===== src/design/rsam_pkg.sv =====
// ----------------------------------------------------------------------------
// rsam_pkg: shared types and constants for the rotated array minimum block
// Holds the default sizes, the controller state type, and the command and
// status bundles that pass between the controller and the datapath.
// ----------------------------------------------------------------------------
package rsam_pkg;

    localparam int DEF_MAX_ELEMENTS = 4096;
    localparam int DEF_VALUE_WIDTH  = 16;
    localparam int IO_WIDTH         = 16;

    typedef enum logic [2:0] {
        ST_LOAD,
        ST_RD_FIRST,
        ST_RD_LAST,
        ST_CHECK,
        ST_RD_MID,
        ST_STEP,
        ST_DONE
    } t_state;

    typedef struct packed {
        logic accept;
        logic rd_first;
        logic rd_last;
        logic check;
        logic rd_mid;
        logic step;
        logic load_out;
    } t_dp_cmd;

    typedef struct packed {
        logic early;
        logic converged;
    } t_dp_stat;

endpackage


===== src/design/rsam_ctrl.sv =====
// ----------------------------------------------------------------------------
// rsam_ctrl: controller of the rotated array minimum block
// Sequences loading, the search over the store, and the output register.
// ----------------------------------------------------------------------------
module rsam_ctrl
    import rsam_pkg::*;
(
    input  logic     i_clk,
    input  logic     i_rst_n,
    input  logic     i_in_valid,
    input  logic     i_last,
    output logic     o_in_stall,
    output logic     o_out_valid,
    input  logic     i_out_stall,
    output t_dp_cmd  o_cmd,
    input  t_dp_stat i_stat
);

    t_state r_state;
    t_state n_state;
    logic   r_out_valid;
    logic   n_out_valid;
    logic   w_out_free;

    assign w_out_free = !r_out_valid || !i_out_stall;

    always_comb begin
        n_state = r_state;
        unique case (r_state)
            ST_LOAD: begin
                if (i_in_valid && i_last) begin
                    n_state = ST_RD_FIRST;
                end
            end
            ST_RD_FIRST: n_state = ST_RD_LAST;
            ST_RD_LAST:  n_state = ST_CHECK;
            ST_CHECK:    n_state = i_stat.early ? ST_DONE : ST_RD_MID;
            ST_RD_MID:   n_state = ST_STEP;
            ST_STEP:     n_state = i_stat.converged ? ST_DONE : ST_RD_MID;
            ST_DONE: begin
                if (w_out_free) begin
                    n_state = ST_LOAD;
                end
            end
            default:     n_state = ST_LOAD;
        endcase
    end

    always_comb begin
        o_cmd      = '0;
        o_in_stall = 1'b1;
        unique case (r_state)
            ST_LOAD: begin
                o_in_stall   = 1'b0;
                o_cmd.accept = i_in_valid;
            end
            ST_RD_FIRST: o_cmd.rd_first = 1'b1;
            ST_RD_LAST:  o_cmd.rd_last  = 1'b1;
            ST_CHECK:    o_cmd.check    = 1'b1;
            ST_RD_MID:   o_cmd.rd_mid   = 1'b1;
            ST_STEP:     o_cmd.step     = 1'b1;
            ST_DONE:     o_cmd.load_out = w_out_free;
            default:     o_cmd          = '0;
        endcase
    end

    always_comb begin
        priority if (o_cmd.load_out) begin
            n_out_valid = 1'b1;
        end else if (!i_out_stall) begin
            n_out_valid = 1'b0;
        end else begin
            n_out_valid = r_out_valid;
        end
    end

    always_ff @(posedge i_clk) begin
        if (!i_rst_n) begin
            r_state     <= ST_LOAD;
            r_out_valid <= 1'b0;
        end else begin
            r_state     <= n_state;
            r_out_valid <= n_out_valid;
        end
    end

    assign o_out_valid = r_out_valid;

endmodule


===== config.mk =====
export PLATFORM = sky130hd
export DESIGN_NAME = rsam_ctrl
export DESIGN_NICKNAME = d
export VERILOG_FILES = /design/src/design/rsam_pkg.sv /design/src/design/rsam_ctrl.sv
export SDC_FILE = /design/constraint.sdc
export NUM_CORES = 1
export LEC_CHECK = 0
export BUFFER_PORTS_ARGS = -buffer_cell sky130_fd_sc_hd__buf_2
export CORE_AREA = 3 3 40 42
export DETAILED_ROUTE_END_ITERATION = 10
export DIE_AREA = 0 0 43 45
export PLACE_DENSITY_LB_ADDON = 0.1
export SYNTH_ARGS = -nofsm -noshare
export SYNTH_HDL_FRONTEND = slang
export SYNTH_SLANG_ARGS = --single-unit

===== constraint.sdc =====
create_clock -name i_clk -period 1.31 [get_ports i_clk]
set_input_delay 0.262 -clock i_clk [delete_from_list [all_inputs] [get_ports i_clk]]
set_output_delay 0.262 -clock i_clk [all_outputs]
set_load 0.1 [all_outputs]

==> results.txt <==
----------------------------------------------------
[Timing]
  Final Max Tran Viols ... 0
  Minimum clock period ... 1.52 ns
  Least setup slack across all paths after layout ... -0.214 ns
  Share of the clock period used by the worst path after layout ... 1.16
  Worst Skew ... 0.000395 ns
  RSZ-0062 raised after global routing ... yes
  Relative slew slack ... 0.763
  Final-report hold violation count ... 0
  Maximum clock rate ... approximately 0.66 GHz
  Final setup violating endpoints ... 8
  Transition time of the tightest slew-check pin ... between 0.3 and 0.4 ns

[Hold path]
  Origin of the worst min-delay path ... i_rst_n
  Hold WC Path Type ... in2reg
  Hold Path End ... r_state[2]$_SDFFE_PN0P_
  Hold path cells ... 2

[Placement]
  Count of buffers from port buffering ... 15
  DP Area ... approximately 540 um^2
  Last weighted congestion value of the routability-driven placer ... approximately 0.78
  Half-perimeter wire length after detailed placement ... between 600 and 700 um
  Worst slack after detailed placement ... -0.0270 ns
  Cell count after placement ... 67

[Finish]
  Fillcell total ... approximately 130
  Area growth from synthesis to layout ... 197%
  Final standard cell area without fillers ... 694 um^2
  Ant diodes ... 0
  Final Instance Count excl. Fillers ... 77
  Final Net Count ... 71
  Share of final-layout standard cells stronger than drive strength 1 ... 0.806

[Detailed routing]
  # DRC ... 0
  Routed wire length ... around 860 um
  Via count normalized by instance count ... ~4.4
  Drt first pass iters ... 1
  Via count of the routed design ... roughly 340
  ANT nets after route ... 0
  First DRT Iteration DRCs ... 0
  Wire length per cell after detailed routing ... ~11 um

[Setup path]
  Setup slack of the worst register-to-register path ... 0.14 ns
  End of the worst register-to-register path ... r_state[1]$_SDFFE_PN0P_
  Required time at the worst-slack endpoint ... ~1.1 ns
  Worst reg2reg startpoint ... r_state[0]$_SDFFE_PN0P_
  Kind of end point of the critical path ... output pin
  Critical Setup Path Class ... reg2out
  Kind of start point of the critical path ... flop
  Depth of the worst register-to-register path ... 6
  Worst Path Max Fanout ... 4
  Arrival time of data at the critical path endpoint ... between 1 and 1.5 ns

[Clocking]
  Max H-tree Level ... 1
  Clock latency of the later-clocked register in the worst-skew pair ... about 0.23 ns
  Root Driver ... clkbuf_4
  Maximum clock insertion buffer count ... 2
  Clock Pin Slew Worst Setup and Hold Paths ... approximately 0.04 ns
  Clock Sinks ... 4
  TritonCTS clock tree ... yes
  Number of buffers inserted during clock tree synthesis ... 3

[Synth]
  Leading area contributor after synthesis ... dfxtp_1
  Async set or reset register ratio after synthesis ... 0
  Most numerous cell types in the synthesized netlist ... nor2_1, a21oi_1, dfxtp_1
  Synth Area in XOR/XNOR ... 0
  Net Count, Synth ... 38
  Compound-gate portion of the synthesized area ... 0.283
  Multiplexer fraction of the synthesized cell area ... 0
  Number of enable flip-flop cells after synthesis ... 0
  Register area share after synthesis ... 0.342
  Post-synthesis share of cell area spent on full adders, half adders and majority gates ... 0
  Main combinational cell family by area after synthesis ... compound AO/OA/AOI/OAI gates
  Synthesized cell area ... 234 um^2
  Area share of the leading cell type in the synthesized netlist ... 0.342
  Synth top area cells ... dfxtp_1, a21oi_1, nor2_1
  Total number of yosys warnings ... 0
  Number of library cell types mapped by synthesis ... 17
  Mean instance size in the synthesized netlist ... 7.55 um^2
  Most frequent cell after synthesis ... nor2_1
  Top flip-flop cell by instance count after synthesis ... dfxtp_1
  Number of standard cells after synthesis ... 31
  Post-synthesis register bit count ... 4
  Basic-gate share of the synthesized area counting and, or, nand and nor cells ... 0.278

[Floorplan]
  Die Width ... 43 um
  Top-level port count ... 16
  Core area ... 0.00128 mm^2
  Starting density of the core ... 0.182
  Standard-cell rows ... 13
  Area enclosed by the die boundary ... between 0.0015 and 0.002 mm^2
  Vertical die dimension ... approximately 45 um

[Power and ir drop]
  Power density relative to cell area ... just under 900 mW/mm^2
  Int Power ... roughly 0.00037 W
  Total Power ... between 0.0006 and 0.0007 W
  Maximum vdd ir drop ... 459 uV
  Clock network power share ... 0.244
  Leakage power total ... ~0.3 nW
  Combinational share of power ... 0.535
  Sequential Power Share ... 0.221
  Switching portion of total power ... 0.397
  Switch Pwr ... 0.000244 W

[GRT]
  Overall global routing resource usage ... 0.0950
  Leftover overflow at the end of global routing ... 0
  Largest net degree at the start of global routing ... 7
  Number of global-route vias before repair ... about 330
  Antenna violations before repair ... 0
  Global-route wire length before repair ... about 1400 um

[Status]
  Result of the run ... finished, violations left
  Violated checks ... setup timing

[Run]
  Number of max-cap violations ... 0

----------------------------------------------------
==> logic make-up after synthesis <==
kind of cell | after synthesis
AO/OA/AOI/OAI | 9
buffers and inverters | 5
flip-flops | 4
AND/OR/NAND/NOR | 13
==> per-layer routing <==
layer	GRT usage	wire, um	up-vias
met4	0.0723	21	0
met5	0	0	-
met3	0.0199	53	2
met1	0.111	341	152
li1	-	-	169
met2	0.153	446	12
==> critical path: stages, from the launching register on <==
cell and delay (ns):
dfxtp_2 0.33, or3_4 0.39, buf_4 0.15, buf_12 0.15
==> layout make-up <==
cell class / count / area (um^2) / area share
sequential: 4 / 87.6 / 0.126
inverter: 4 / 17.5 / 0.0252
timing repair buffer: 29 / 342 / 0.492
clock buffer: 3 / 22.5 / 0.0324
multi-input combinational: 22 / 206 / 0.297
tap: 15 / 18.8 / 0.0270
==> sequential cells by signal, summed over array words and instances (netlist names) <==
register / count
r_state: 3
o_out_valid: 1
==> metrics by stage <==
step | util | hold WS [ns] | setup TNS, ns
finish | 0.540 | 0.260 | -1.15
floorplan | - | 0.382 | -1.17
detailed placement | 0.419 | 0.502 | -0.0270
global placement | 0.419 | 0.500 | -0.0118
CTS | 0.484 | 0.254 | -1.20
global route | 0.540 | 0.263 | -1.47
==> placed cells by master, fill, tap and decap left out, types with 2 or more instances in the layout <==
cell type  synthesis  routed
a21oi_1            4       3
and3_4             0       2
buf_12             0       9
buf_2              0       6
buf_4              1       7
buf_6              0       7
clkbuf_4           0       3
dfxtp_2            0       3
inv_1              3       2
nor2_1             5       2
nor2_4             0       3
==> worst max path at each step <==
stage                             from          to  depth (start not counted)
2_1_floorplan  r_state[0]$_SDFFE_PN0P_    o_cmd[6]                          2
3_3_place_gp   r_state[0]$_SDFFE_PN0P_    o_cmd[0]                          4
3_5_place_dp   r_state[0]$_SDFFE_PN0P_    o_cmd[0]                          4
4_1_cts        r_state[0]$_SDFFE_PN0P_    o_cmd[0]                          4
5_1_grt        r_state[0]$_SDFFE_PN0P_    o_cmd[6]                          3
6_report       r_state[1]$_SDFFE_PN0P_  o_in_stall                          3
==> power by group through the flow <==
stage	Combinational, W	Clock [W]	Sequential (W)
detailed placement	0.000272	0	0.000139
CTS	0.000301	0.000162	0.000137
global placement	0.000270	0	0.000139
global route	0.000341	0.000163	0.000137
floorplan	0.000169	0	0.000145
finish	0.000329	0.000150	0.000136
==> timing repair <==
action / in CTS / in global routing
hold buffers: 0 / 0
endpoints found under the setup margin: 8 / 8
pin swaps: 6 / 5
gates resized for setup: 10 / 12
setup buffers: 3 / 4
Note: power is estimated with default switching activity, not from simulation.
